--- config.mk ---
export PLATFORM = sky130hd
export DESIGN_NAME = http_request_framer_unit
export DESIGN_NICKNAME = d
export VERILOG_FILES = /design/src/sv/hrf_pkg.sv /design/src/sv/http_request_framer_unit.sv /design/src/sv/hrf_front.sv /design/src/sv/hrf_fifo.sv /design/src/sv/hrf_back.sv
export SDC_FILE = /design/constraint.sdc
export NUM_CORES = 1
export LEC_CHECK = 0
export BUFFER_PORTS_ARGS = -buffer_cell sky130_fd_sc_hd__buf_4
export CAP_MARGIN = 40
export CORE_UTILIZATION = 40
export CTS_CLUSTER_DIAMETER = 100
export DETAILED_ROUTE_END_ITERATION = 7
export PLACE_DENSITY_LB_ADDON = 0.08
export SETUP_SLACK_MARGIN = 0.4
export SYNTH_ARGS = -nofsm -noshare
export SYNTH_HDL_FRONTEND = slang
export SYNTH_HIERARCHICAL = 1
export SYNTH_SLANG_ARGS = --single-unit
--- constraint.sdc ---
create_clock -name clk_i -period 4.8 [get_ports clk_i]
set_input_delay 0.72 -clock clk_i [delete_from_list [all_inputs] [get_ports clk_i]]
set_output_delay 0.72 -clock clk_i [all_outputs]
set_load 0.005 [all_outputs]
--- src/sv/hrf_pkg.sv ---
// Shared types, codes and constants of the HTTP request framer.
package hrf_pkg;

  // Width of the internal Content-Length accumulator and body counter.
  localparam int unsigned LengthWidth = 32;
  // Depth of the queue between front and back; a power of two.
  localparam int unsigned FifoDepth   = 4;
  localparam int unsigned FifoPtrW    = $clog2(FifoDepth);

  localparam logic [1:0] OpData    = 2'd0;
  localparam logic [1:0] OpClose   = 2'd1;
  localparam logic [1:0] OpLinkErr = 2'd2;
  localparam logic [1:0] OpRestart = 2'd3;

  localparam logic [2:0] KindMethod  = 3'd0;
  localparam logic [2:0] KindUri     = 3'd1;
  localparam logic [2:0] KindVersion = 3'd2;
  localparam logic [2:0] KindKey     = 3'd3;
  localparam logic [2:0] KindValue   = 3'd4;
  localparam logic [2:0] KindBody    = 3'd5;
  localparam logic [2:0] KindNone    = 3'd6;

  localparam logic [2:0] StatusHeader = 3'd0;
  localparam logic [2:0] StatusBody   = 3'd1;
  localparam logic [2:0] StatusDone   = 3'd2;
  localparam logic [2:0] StatusClosed = 3'd3;
  localparam logic [2:0] StatusError  = 3'd4;

  localparam logic [3:0] KeyLen = 4'd14;

  typedef struct packed {
    logic [1:0] operation;
    logic [7:0] data_byte;
  } in_beat_t;

  typedef struct packed {
    logic [7:0]  out_byte;
    logic [2:0]  byte_kind;
    logic [2:0]  status;
    logic        request_done;
    logic [31:0] body_length;
  } out_beat_t;

  // One received item plus the byte classes the parser needs.
  typedef struct packed {
    logic [1:0] operation;
    logic [7:0] data_byte;
    logic       is_space;
    logic       is_cr;
    logic       is_lf;
    logic       is_colon;
    logic       is_digit;
    logic       is_ws;
    logic [3:0] digit;
  } class_t;

  typedef struct packed {
    logic empty;
    logic full;
  } fifo_stat_t;

  // Characters of the header name "Content-Length", in order.
  function automatic logic [7:0] key_char(input logic [3:0] idx);
    logic [7:0] c;
    unique case (idx)
      4'd0:    c = 8'h43; // C
      4'd1:    c = 8'h6F; // o
      4'd2:    c = 8'h6E; // n
      4'd3:    c = 8'h74; // t
      4'd4:    c = 8'h65; // e
      4'd5:    c = 8'h6E; // n
      4'd6:    c = 8'h74; // t
      4'd7:    c = 8'h2D; // -
      4'd8:    c = 8'h4C; // L
      4'd9:    c = 8'h65; // e
      4'd10:   c = 8'h6E; // n
      4'd11:   c = 8'h67; // g
      4'd12:   c = 8'h74; // t
      4'd13:   c = 8'h68; // h
      default: c = 8'h00;
    endcase
    return c;
  endfunction

endpackage

--- src/sv/http_request_framer_unit.sv ---
// Top level of the HTTP request framer: front end, beat queue and parser back end.
//
// Usage: the input channel (in_valid_i / in_ready_o / in_beat_i) carries one beat per
// received request byte, or a connection-closed, link-error or restart event. The
// output channel (out_valid_o / out_ready_i / out_beat_o) returns exactly one beat
// per input beat, in order, tagging the byte as method, URI, version, header key,
// header value, body or delimiter, together with the parser status, a request-done
// flag and the parsed Content-Length value.
// An accepted beat is written into the four-entry queue, and the parser registers its
// result in the output register when it pops that beat from the queue.
// Throughput is one beat per cycle while the receiver does not stall; the parser updates
// its whole state for each byte it pops, so nothing but the output handshake limits it.
// When the receiver stalls, the result stays in the output register and the queue
// absorbs up to four further beats; in_ready_o falls only once the queue is full.
// Reset clears the parser to the start of a new request (method field, no length
// seen), empties the queue and drops any pending result. A restart beat does the
// same to the parser state but still yields its own output beat.
module http_request_framer_unit (
  input  logic               clk_i,
  input  logic               rst_ni,
  input  logic               in_valid_i,
  output logic               in_ready_o,
  input  hrf_pkg::in_beat_t  in_beat_i,
  output logic               out_valid_o,
  input  logic               out_ready_i,
  output hrf_pkg::out_beat_t out_beat_o
);
  import hrf_pkg::*;

  fifo_stat_t fifo_stat;
  class_t     push_data;
  class_t     pop_data;
  logic       push;
  logic       pop;

  // The front end classifies each byte as it is accepted.
  hrf_front u_front (
    .in_valid_i  (in_valid_i),
    .in_ready_o  (in_ready_o),
    .in_beat_i   (in_beat_i),
    .fifo_stat_i (fifo_stat),
    .push_o      (push),
    .push_data_o (push_data)
  );

  // The queue decouples acceptance from the parser and output stall.
  hrf_fifo u_fifo (
    .clk_i       (clk_i),
    .rst_ni      (rst_ni),
    .push_i      (push),
    .push_data_i (push_data),
    .pop_i       (pop),
    .pop_data_o  (pop_data),
    .stat_o      (fifo_stat)
  );

  // The back end runs the request parser and holds the result register.
  hrf_back u_back (
    .clk_i       (clk_i),
    .rst_ni      (rst_ni),
    .fifo_stat_i (fifo_stat),
    .beat_i      (pop_data),
    .pop_o       (pop),
    .out_valid_o (out_valid_o),
    .out_ready_i (out_ready_i),
    .out_beat_o  (out_beat_o)
  );

  // The queue can never report empty and full together.
  assert property (@(posedge clk_i) disable iff (!rst_ni)
    !(fifo_stat.empty && fifo_stat.full))
    else $error("queue reports empty and full together");

  // A completed request always carries the done status.
  assert property (@(posedge clk_i) disable iff (!rst_ni)
    out_valid_o && out_beat_o.request_done |-> out_beat_o.status == StatusDone)
    else $error("request done without done status");

  // Body bytes only appear while in the body or on the final body byte.
  assert property (@(posedge clk_i) disable iff (!rst_ni)
    out_valid_o && out_beat_o.byte_kind == KindBody |->
      out_beat_o.status == StatusBody || out_beat_o.status == StatusDone)
    else $error("body byte outside the body");

  // The parser only pops when the queue holds a beat.
  assert property (@(posedge clk_i) disable iff (!rst_ni)
    pop |-> !fifo_stat.empty)
    else $error("pop from empty queue");

endmodule

--- src/sv/hrf_front.sv ---
// Front end: accepts input beats and classifies each received byte.
module hrf_front (
  input  logic               in_valid_i,
  output logic               in_ready_o,
  input  hrf_pkg::in_beat_t  in_beat_i,
  input  hrf_pkg::fifo_stat_t fifo_stat_i,
  output logic               push_o,
  output hrf_pkg::class_t    push_data_o
);
  import hrf_pkg::*;

  logic [7:0] c;

  assign c          = in_beat_i.data_byte;
  assign in_ready_o = !fifo_stat_i.full;
  assign push_o     = in_valid_i && !fifo_stat_i.full;

  always_comb begin
    push_data_o.operation = in_beat_i.operation;
    push_data_o.data_byte = c;
    push_data_o.is_space  = (c == 8'h20);
    push_data_o.is_cr     = (c == 8'h0D);
    push_data_o.is_lf     = (c == 8'h0A);
    push_data_o.is_colon  = (c == 8'h3A);
    push_data_o.is_digit  = (c >= 8'h30) && (c <= 8'h39);
    push_data_o.is_ws     = (c == 8'h20) || ((c >= 8'h09) && (c <= 8'h0D));
    push_data_o.digit     = 4'(c - 8'h30);
  end

endmodule

--- src/sv/hrf_fifo.sv ---
// Small queue of classified beats between the front and back ends.
module hrf_fifo (
  input  logic                clk_i,
  input  logic                rst_ni,
  input  logic                push_i,
  input  hrf_pkg::class_t     push_data_i,
  input  logic                pop_i,
  output hrf_pkg::class_t     pop_data_o,
  output hrf_pkg::fifo_stat_t stat_o
);
  import hrf_pkg::*;

  class_t                mem_q [FifoDepth];
  logic [FifoPtrW-1:0]   wr_ptr_q, wr_ptr_d;
  logic [FifoPtrW-1:0]   rd_ptr_q, rd_ptr_d;
  logic [FifoPtrW:0]     count_q, count_d;
  logic                  do_push, do_pop;

  assign stat_o.empty = (count_q == '0);
  assign stat_o.full  = (count_q == (FifoPtrW+1)'(FifoDepth));
  assign do_push      = push_i && !stat_o.full;
  assign do_pop       = pop_i && !stat_o.empty;
  assign pop_data_o   = mem_q[rd_ptr_q];

  always_comb begin
    wr_ptr_d = do_push ? wr_ptr_q + 1'b1 : wr_ptr_q;
    rd_ptr_d = do_pop  ? rd_ptr_q + 1'b1 : rd_ptr_q;
    count_d  = count_q;
    if (do_push && !do_pop) begin
      count_d = count_q + 1'b1;
    end else if (do_pop && !do_push) begin
      count_d = count_q - 1'b1;
    end
  end

  always_ff @(posedge clk_i or negedge rst_ni) begin
    if (!rst_ni) begin
      wr_ptr_q <= '0;
      rd_ptr_q <= '0;
      count_q  <= '0;
    end else begin
      wr_ptr_q <= wr_ptr_d;
      rd_ptr_q <= rd_ptr_d;
      count_q  <= count_d;
    end
  end

  always_ff @(posedge clk_i) begin
    if (do_push) begin
      mem_q[wr_ptr_q] <= push_data_i;
    end
  end

endmodule

--- src/sv/hrf_back.sv ---
// Back end: request parser state machine and registered result stage.
module hrf_back (
  input  logic                clk_i,
  input  logic                rst_ni,
  input  hrf_pkg::fifo_stat_t fifo_stat_i,
  input  hrf_pkg::class_t     beat_i,
  output logic                pop_o,
  output logic                out_valid_o,
  input  logic                out_ready_i,
  output hrf_pkg::out_beat_t  out_beat_o
);
  import hrf_pkg::*;

  localparam logic [3:0] StMethod  = 4'd0;
  localparam logic [3:0] StUri     = 4'd1;
  localparam logic [3:0] StVersion = 4'd2;
  localparam logic [3:0] StReqLf   = 4'd3;
  localparam logic [3:0] StLine    = 4'd4;
  localparam logic [3:0] StLineLf  = 4'd5;
  localparam logic [3:0] StBlankLf = 4'd6;
  localparam logic [3:0] StBody    = 4'd7;
  localparam logic [3:0] StDone    = 4'd8;
  localparam logic [3:0] StClosed  = 4'd9;
  localparam logic [3:0] StError   = 4'd10;

  localparam logic [1:0] PhKey   = 2'd0;
  localparam logic [1:0] PhDrop  = 2'd1;
  localparam logic [1:0] PhValue = 2'd2;

  localparam logic [1:0] DgLead  = 2'd0;
  localparam logic [1:0] DgDigit = 2'd1;
  localparam logic [1:0] DgAfter = 2'd2;

  logic [3:0]             st_q, st_d;
  logic [3:0]             kmi_q, kmi_d;
  logic                   ksm_q, ksm_d;
  logic [1:0]             lp_q, lp_d;
  logic                   le_q, le_d;
  logic                   ls_q, ls_d;
  logic [1:0]             dp_q, dp_d;
  logic [LengthWidth-1:0] lv_q, lv_d;
  logic [LengthWidth-1:0] br_q, br_d;
  logic                   out_valid_q;
  out_beat_t              out_q, out_d;

  logic [LengthWidth+3:0] lv_ext, lv_next;
  logic                   lv_ovf;
  logic [2:0]             kind;
  logic                   done;

  assign pop_o       = !fifo_stat_i.empty && (!out_valid_q || out_ready_i);
  assign out_valid_o = out_valid_q;
  assign out_beat_o  = out_q;

  // Ten times the value plus the digit, as shifts; overflow shows in the top bits.
  assign lv_ext  = (LengthWidth+4)'(lv_q);
  assign lv_next = (lv_ext << 3) + (lv_ext << 1) + (LengthWidth+4)'(beat_i.digit);
  assign lv_ovf  = |lv_next[LengthWidth+3:LengthWidth];

  function automatic logic [2:0] status_of(input logic [3:0] s);
    logic [2:0] r;
    priority if (s == StBody) begin
      r = StatusBody;
    end else if (s == StDone) begin
      r = StatusDone;
    end else if (s == StClosed) begin
      r = StatusClosed;
    end else if (s == StError) begin
      r = StatusError;
    end else begin
      r = StatusHeader;
    end
    return r;
  endfunction

  always_comb begin
    st_d  = st_q;
    kmi_d = kmi_q;
    ksm_d = ksm_q;
    lp_d  = lp_q;
    le_d  = le_q;
    ls_d  = ls_q;
    dp_d  = dp_q;
    lv_d  = lv_q;
    br_d  = br_q;
    kind  = KindNone;
    done  = 1'b0;

    unique case (beat_i.operation)
      OpData: begin
        unique case (st_q)
          StMethod: begin
            if (beat_i.is_space) st_d = StUri;
            else kind = KindMethod;
          end
          StUri: begin
            if (beat_i.is_space) st_d = StVersion;
            else kind = KindUri;
          end
          StVersion: begin
            if (beat_i.is_cr) st_d = StReqLf;
            else kind = KindVersion;
          end
          StReqLf, StLineLf: begin
            if (beat_i.is_lf) begin
              st_d  = StLine;
              kmi_d = '0;
              ksm_d = 1'b1;
              lp_d  = PhKey;
              le_d  = 1'b1;
            end else begin
              st_d = StError;
            end
          end
          StLine: begin
            if (beat_i.is_cr) begin
              if (le_q) begin
                st_d = StBlankLf;
              end else if (lp_q != PhValue || (ksm_q && dp_q == DgLead)) begin
                st_d = StError;
              end else begin
                st_d = StLineLf;
              end
            end else begin
              le_d = 1'b0;
              if (lp_q == PhKey) begin
                if (beat_i.is_colon) begin
                  lp_d = PhDrop;
                  if (ksm_q && kmi_q == KeyLen && !ls_q) begin
                    ls_d = 1'b1;
                    dp_d = DgLead;
                    lv_d = '0;
                  end else begin
                    ksm_d = 1'b0;
                  end
                end else begin
                  kind = KindKey;
                  if (ksm_q && kmi_q < KeyLen && beat_i.data_byte == key_char(kmi_q)) begin
                    kmi_d = kmi_q + 1'b1;
                  end else begin
                    ksm_d = 1'b0;
                  end
                end
              end else if (lp_q == PhDrop) begin
                lp_d = PhValue;
              end else begin
                kind = KindValue;
                if (ksm_q) begin
                  if (dp_q == DgLead) begin
                    if (beat_i.is_digit) begin
                      lv_d = LengthWidth'(beat_i.digit);
                      dp_d = DgDigit;
                    end else if (!beat_i.is_ws) begin
                      st_d = StError;
                    end
                  end else if (dp_q == DgDigit) begin
                    if (!beat_i.is_digit) begin
                      dp_d = DgAfter;
                    end else if (lv_ovf) begin
                      st_d = StError;
                    end else begin
                      lv_d = lv_next[LengthWidth-1:0];
                    end
                  end
                end
              end
            end
          end
          StBlankLf: begin
            if (!beat_i.is_lf) begin
              st_d = StError;
            end else if (ls_q && lv_q != '0) begin
              br_d = lv_q;
              st_d = StBody;
            end else begin
              st_d = StDone;
              done = 1'b1;
            end
          end
          StBody: begin
            kind = KindBody;
            br_d = br_q - 1'b1;
            if (br_q == LengthWidth'(1)) begin
              st_d = StDone;
              done = 1'b1;
            end
          end
          default: begin
            kind = KindNone;
          end
        endcase
      end
      OpClose: begin
        if (st_q != StError) st_d = StClosed;
      end
      OpLinkErr: begin
        st_d = StError;
      end
      OpRestart: begin
        st_d  = StMethod;
        kmi_d = '0;
        ksm_d = 1'b1;
        lp_d  = PhKey;
        le_d  = 1'b1;
        ls_d  = 1'b0;
        dp_d  = DgLead;
        lv_d  = '0;
        br_d  = '0;
      end
      default: begin
        st_d = st_q;
      end
    endcase

    out_d.out_byte     = (beat_i.operation == OpData) ? beat_i.data_byte : 8'h00;
    out_d.byte_kind    = kind;
    out_d.status       = status_of(st_d);
    out_d.request_done = done;
    out_d.body_length  = 32'(lv_d);
  end

  always_ff @(posedge clk_i or negedge rst_ni) begin
    if (!rst_ni) begin
      st_q        <= StMethod;
      kmi_q       <= '0;
      ksm_q       <= 1'b1;
      lp_q        <= PhKey;
      le_q        <= 1'b1;
      ls_q        <= 1'b0;
      dp_q        <= DgLead;
      lv_q        <= '0;
      br_q        <= '0;
      out_valid_q <= 1'b0;
    end else begin
      if (pop_o) begin
        st_q  <= st_d;
        kmi_q <= kmi_d;
        ksm_q <= ksm_d;
        lp_q  <= lp_d;
        le_q  <= le_d;
        ls_q  <= ls_d;
        dp_q  <= dp_d;
        lv_q  <= lv_d;
        br_q  <= br_d;
        out_valid_q <= 1'b1;
      end else if (out_ready_i) begin
        out_valid_q <= 1'b0;
      end
    end
  end

  always_ff @(posedge clk_i) begin
    if (pop_o) begin
      out_q <= out_d;
    end
  end

endmodule
==> results.tsv, run 1 <==
metric	value	unit
routed via count	10600	
Clock transition at path regs	0.06	ns
Yosys top cell by area	edfxtp_1	
cell chain of the critical path	mux4_2 -> inv_2 -> fa_1 -> fa_2 -> nand2b_4 -> a21oi_4 -> o21ai_4 -> o211ai_4 -> and4bb_1 -> nand4b_4 -> nor4_4 -> buf_6 -> mux2_4 -> a221o_1 -> a32o_1	
Synth Area per Inst	10.0	sq um
Fill cells	3080	
largest net degree at the start of global routing	59	
standard-cell rows	66	
Post-synth ARST share	40.7	%
WL final	38.9	mm
static leakage	6.42	nW
Num Clock Sinks	214	
pwr dens	574	nW/um^2
CTS buffer count	26	
antenna violations before repair	0	
# placed instances	1781	
clock network power share	21.0	%
Residual DRC	0	
status	finished clean	
Post-Syn Instances	1325	
WL/cell	21.0	um
Post-Layout Cell Count	1847	
RR Endpoint	u_back/out_beat_o[2]	
Antenna Nets Post-Route	0	
Critical Path Fanout Max	4	
total global-route track usage	23.1	%
Synth warnings	6	
Multi-input gate area	7120	sq um
Crit Path Category	reg2reg	
Worst R2R Start	u_fifo/rd_ptr_q[0]	
GPL Wtd Cong	0.893	
Final Hold Vio Count	0	
I/O pins	63	
setup slack, reg-to-reg	0.29	ns
most frequent cell after synthesis	nand2_1	
CP startpoint kind	flip-flop	
Area growth, synth to finish	18.5	%
chip width	184	um
WP data required	5.11	ns
EDFF count, synth	127	
Layout Nets	1482	
Die Ht	184	um
CP Capture Type	flip-flop	
most area-consuming cells after synthesis	edfxtp_1 29%, dfrtp_1 16%, ha_1 7.4%, nand2_1 5.1%, o21ai_0 4.0%	
Syn Std Cell Area	13300	sq um
Clock Latency Late Sink	0.56	ns
sequential share of power	29.5	%
Final Skew	0.0293	ns
Max IR drop VDD	389	uV
f_max	222	MHz
register area	5990	sq um
dpl hpwl	27.2	mm
R2R depth	15	
Hold Crit Class	in2async	
CTS Buffer Depth	3	
Synth Flop Type	edfxtp_1	
die area	33900	sq um
IO buf count	62	
Commonest cells post-synth	181 x nand2_1, 127 x edfxtp_1, 106 x o21ai_0	
Sw Pwr	3.82	mW
worst endpoint data arrival time	4.82	ns
syn_nets	1421	
total power draw	9.03	mW
TritonRoute pass-1 iters	5	
GRT overflow	0	
total number of H-tree levels	1	
FF+latch count, synth	214	
Final Hold Slack	0.0400	ns
violation count after the first detailed-route iteration	710	
internal power	5.21	mW
Rel. slew slack	43.3	%
core area	32600	sq um
Initial Util	40.7	%
switch share	42.3	%
Slew @ Worst Pin	0.842	ns
slowest cell on the critical path	mux4_2	
Slew Limit Fails	0	
first-pass GRT wire length	60.2	mm
Comb pwr share	49.5	%
Fin Setup TNS	0	ns
RSZ-0062 raised after global routing	true	
vias in the first global route	10300	
share of cells above drive strength 1	19.4	%
Antenna Cells	0	
CTS Root Cell	clkbuf_16	
Tmin final	4.51	ns
Final Setup Violations	0	
sequential share of the synthesized area	45.2	%
Tcrit/Tclk final	94.0	%
post-synth top area share	28.7	%
vias per inst	5.72	
hold_buf cts	0	
CP max stage delay	0.56	ns
Max Cap Viol	0	
Synth cell types	91	
CTS tree	built	
[registers in the layout (all words and copies together), names as in the netlist]
signal and cells:
u_fifo/mem_q 80, u_back/dp_q 2, u_back/le_q 1, u_back/lv_q 32
u_back/out_valid_o 1, u_back/ksm_q 1, u_back/ls_q 1, u_back/lp_q 2
u_fifo/count_q 3, u_back/br_q 32, u_back/kmi_q 4, u_back/out_beat_o 47
u_back/st_q 4, u_fifo/rd_ptr_q 2, u_fifo/wr_ptr_q 2
[metal layers]
layer	track usage [%]	vias up	wire, um
li1	-	5066	-
met1	29.7	5185	16700
met2	40.5	258	19500
met3	2.61	62	1450
met4	6.83	0	1230
met5	0	-	0
[cell usage in the layout (no fill, tap or decap), drive strengths merged, types with 24 or more instances in the layout]
cell type | netlist | routed
ha | 79 | 79
nor2 | 76 | 76
nor4 | 31 | 31
buf | 33 | 104
inv | 39 | 39
o21ai | 166 | 166
nor3 | 32 | 32
nand2 | 181 | 181
clkbuf | 42 | 39
a21oi | 95 | 95
edfxtp | 127 | 127
and2 | 24 | 24
dfrtp | 85 | 85
[kinds of logic (layout without fill, tap and decap cells)]
group	Yosys count	in the layout	share of synthesized area, %
flops	214	214	45.2
compound gates	378	378	17.6
simple gates	468	468	17.7
xor+xnor	38	38	2.56
buf+inv	114	194	4.09
mux	31	31	4.98
fa+ha+maj	82	82	7.90
[power groups by stage]
stage          clock, mW  combinational (mW)  sequential, mW
2_1_floorplan          0                2.42            2.61
3_3_place_gp           0                3.61            2.70
3_5_place_dp           0                3.68            2.70
4_1_cts             1.95                4.04            2.67
5_1_grt             2.02                4.85            2.71
6_report            1.90                4.47            2.66
[cell type report]
type                            instances  area share [%]
Inverter                               39           0.930
Timing Repair Buffer                  108            6.93
Sequential cell                       214            38.1
Clock inverter                         12           0.676
Multi-Input combinational cell        997            45.2
Tap cell                              442            3.52
Clock buffer                           35            4.60
[worst max-delay path: cells and delay by family (launching register included)]
| family | cells | cell delay, ns |
|---|---|---|
| muxes | 2 | 0.85 |
| buffers and inverters | 2 | 0.24 |
| AOI/OAI and AO/OA | 5 | 1.14 |
| adders and majority gates | 2 | 0.78 |
| DFF | 1 | 0.43 |
| and+or+nand+nor | 4 | 0.81 |
[how the worst max path moves through the flow]
stage	to	from	slack, ns
final	u_back/out_beat_o[2]	u_fifo/rd_ptr_q[0]	0.29
after detailed placement	u_back/out_beat_o[2]	u_fifo/rd_ptr_q[0]	0.08
after global placement	u_back/out_beat_o[2]	u_fifo/rd_ptr_q[0]	0.15
after floorplan	u_back/out_beat_o[1]	u_fifo/rd_ptr_q[0]	0.24
after CTS	u_back/out_beat_o[2]	u_fifo/rd_ptr_q[0]	0.31
after global routing	u_back/out_beat_o[22]	u_fifo/rd_ptr_q[0]	0.17
[per-stage QoR]
step	util [%]	setup slack [ns]	area (sq um)
after floorplan	-	0.235	13300
after detailed placement	43.7	0.0794	14200
after CTS	46.8	0.310	15200
after global routing	48.2	0.172	15700
after global placement	43.2	0.149	14100
final	48.2	0.288	15700
[timing repair]
item                       4_1_cts  5_1_grt
buffers inserted                 8        4
hold endpoints to repair         0        0
setup endpoints to repair       66       65
pin swaps                       12       10
gates cloned                     3        4
gates resized for setup         12      102
No activity file was read; power rests on OpenSTA's default activity.
==> run 2: changes to the inputs <==
--- a/config.mk
+++ b/config.mk
@@ -11,7 +11,7 @@
 export CTS_CLUSTER_DIAMETER = 100
 export DETAILED_ROUTE_END_ITERATION = 7
 export PLACE_DENSITY_LB_ADDON = 0.08
-export SETUP_SLACK_MARGIN = 0.4
+export SETUP_SLACK_MARGIN = 0.5
 export SYNTH_ARGS = -nofsm -noshare
 export SYNTH_HDL_FRONTEND = slang
 export SYNTH_HIERARCHICAL = 1
==> constraint.sdc (replaced) <==
create_clock -name clk_i -period 4.8 [get_ports clk_i]
set_input_delay 0.48 -clock clk_i [delete_from_list [all_inputs] [get_ports clk_i]]
set_output_delay 0.48 -clock clk_i [all_outputs]
set_load 0.005 [all_outputs]
==> run 2 against run 1 <==
Against the previous run:
- maximum frequency increased by 1.5%
- design area decreased by 1.6%
- routed wire length down 2.4%
- hold slack improved by 0.11 ns
- register-to-register slack improved by 0.07 ns
- via count about the same
- global-route usage shrank 0.33 points
- worst setup slack better by 0.067 ns
- power down 3.0%
- cell count is the same
- largest power group unchanged
==> results.tsv, run 2 (synthesized netlist as in run 1, its figures left out) <==
metric	value	unit
Largest register FFs	80	
most common cell after layout, fill and taps aside	nand2_1	
chip width	184	um
CP startpoint kind	flip-flop	
WL final	37.9	mm
IO buf count	62	
most frequent cells in the layout	180 x nand2_1, 127 x edfxtp_1, 104 x o21ai_0	
vias in the first global route	10300	
Num Clock Sinks	214	
die area	33900	sq um
CP Capture Type	flip-flop	
routed via count	10600	
vias per inst	5.73	
Rel. slew slack	41.7	%
GPL Wtd Cong	0.881	
Final Setup Violations	0	
CTS buffer count	26	
Final Hold Vio Count	0	
dpl hpwl	27.3	mm
f_max	225	MHz
Initial Util	40.7	%
worst endpoint data arrival time	4.73	ns
violation count after the first detailed-route iteration	842	
Die Ht	184	um
Antenna Nets Post-Route	0	
WL/cell	20.5	um
CTS tree	built	
Residual DRC	0	
WP data required	5.08	ns
I/O pins	63	
Slew @ Worst Pin	0.866	ns
TritonRoute pass-1 iters	6	
first-pass GRT wire length	59.2	mm
GRT overflow	0	
RSZ-0062 raised after global routing	true	
Area growth, synth to finish	16.6	%
Slew Limit Fails	0	
Final Skew	0.0218	ns
Reg with most FFs	u_fifo/mem_q	
Layout Nets	1481	
Final Hold Slack	0.147	ns
Tcrit/Tclk final	92.6	%
antenna violations before repair	0	
Max Cap Viol	0	
pre-CTS WS	0.0877	ns
final design utilization	47.5	%
CTS Root Cell	clkbuf_16	
share of cells above drive strength 1	15.7	%
Fin Setup TNS	0	ns
pwr dens	566	nW/um^2
standard-cell rows	66	
Tmin final	4.45	ns
Max IR drop VDD	292	uV
largest net degree at the start of global routing	59	
total number of H-tree levels	1	
Clock Latency Late Sink	0.55	ns
CTS Buffer Depth	3	
Clock transition at path regs	0.06	ns
total global-route track usage	22.7	%
Hold Crit Class	in2reg	
status	finished clean	
static leakage	6.26	nW
Crit Path Category	reg2reg	
core area	32600	sq um
Worst Slack Setup Final	0.354	ns
Critical Path Fanout Max	3	
Antenna Cells	0	
run 2: timing repair:
action                                  in CTS  in global routing
pin swaps                                   18                 16
setup buffers                               11                  5
gates cloned                                 2                  1
gates resized for setup                     20                 22
endpoints found under the setup margin      68                 69
hold endpoints to repair                     9                  0
hold buffers                                 1                  0
run 2: layer usage:
metal  vias to the layer above  track usage, %  part of all wire, %
li1                       5065               -                    -
met1                      5179            28.5                   43
met2                       274            40.5                   51
met3                        63            2.71                  4.0
met4                         0            7.27                  2.4
met5                         -               0                    0
run 2: report_power, final:
group | leakage (nW) | switching, mW | internal, mW
combinational | 3.45 | 2.54 | 1.58
sequential | 2.38 | 0.258 | 2.41
clock | 0.421 | 0.792 | 1.17
total | 6.26 | 3.59 | 5.17
run 2: layout make-up:
| class | count | area [sq um] |
|---|---|---|
| multi-input combinational | 997 | 6940 |
| sequential | 214 | 5990 |
| clock inverter | 16 | 166 |
| tap | 442 | 553 |
| clock buffer | 32 | 683 |
| inverter | 39 | 146 |
| fill | 3049 | 17100 |
| timing repair buffer | 107 | 1000 |
run 2: path summary, 6_finish.rpt:
path,startpoint,endpoint,slack (ns),cells past startpoint
setup / recovery,u_fifo/rd_ptr_q[0],u_back/out_beat_o[1],0.35,15
hold / removal,in_beat_i[7],u_fifo/mem_q[0][17],0.15,1
setup reg to reg,u_fifo/rd_ptr_q[0],u_back/out_beat_o[1],0.35,15
hold reg to reg,u_back/le_q,u_back/le_q,0.49,2
max in group asynchronous,rst_ni,u_back/lv_q[28],3.18,3
min in group asynchronous,rst_ni,u_back/lv_q[14],0.53,2
run 2: per-stage QoR:
step / std cells / cell area (sq um) / power [mW]
2_1_floorplan: 1325 / 13300 / 5.03
3_3_place_gp: 1774 / 14100 / 6.30
6_report: 1847 / 15500 / 8.76
4_1_cts: 1841 / 15300 / 8.71
3_5_place_dp: 1779 / 14200 / 6.36
5_1_grt: 1847 / 15500 / 9.32
run 2: critical path, stage by stage, from the launching register on:
cell and delay (ns):
dfrtp_2 0.38, mux4_2 0.53, inv_2 0.07, fa_1 0.45, fa_2 0.41, nand2b_4 0.16
a21oi_4 0.22, o21ai_2 0.11, a21oi_4 0.19, mux2_4 0.33, o21ai_4 0.20, nor4_4 0.07
buf_4 0.16, mux2_4 0.29, a221o_1 0.35, a32o_1 0.26
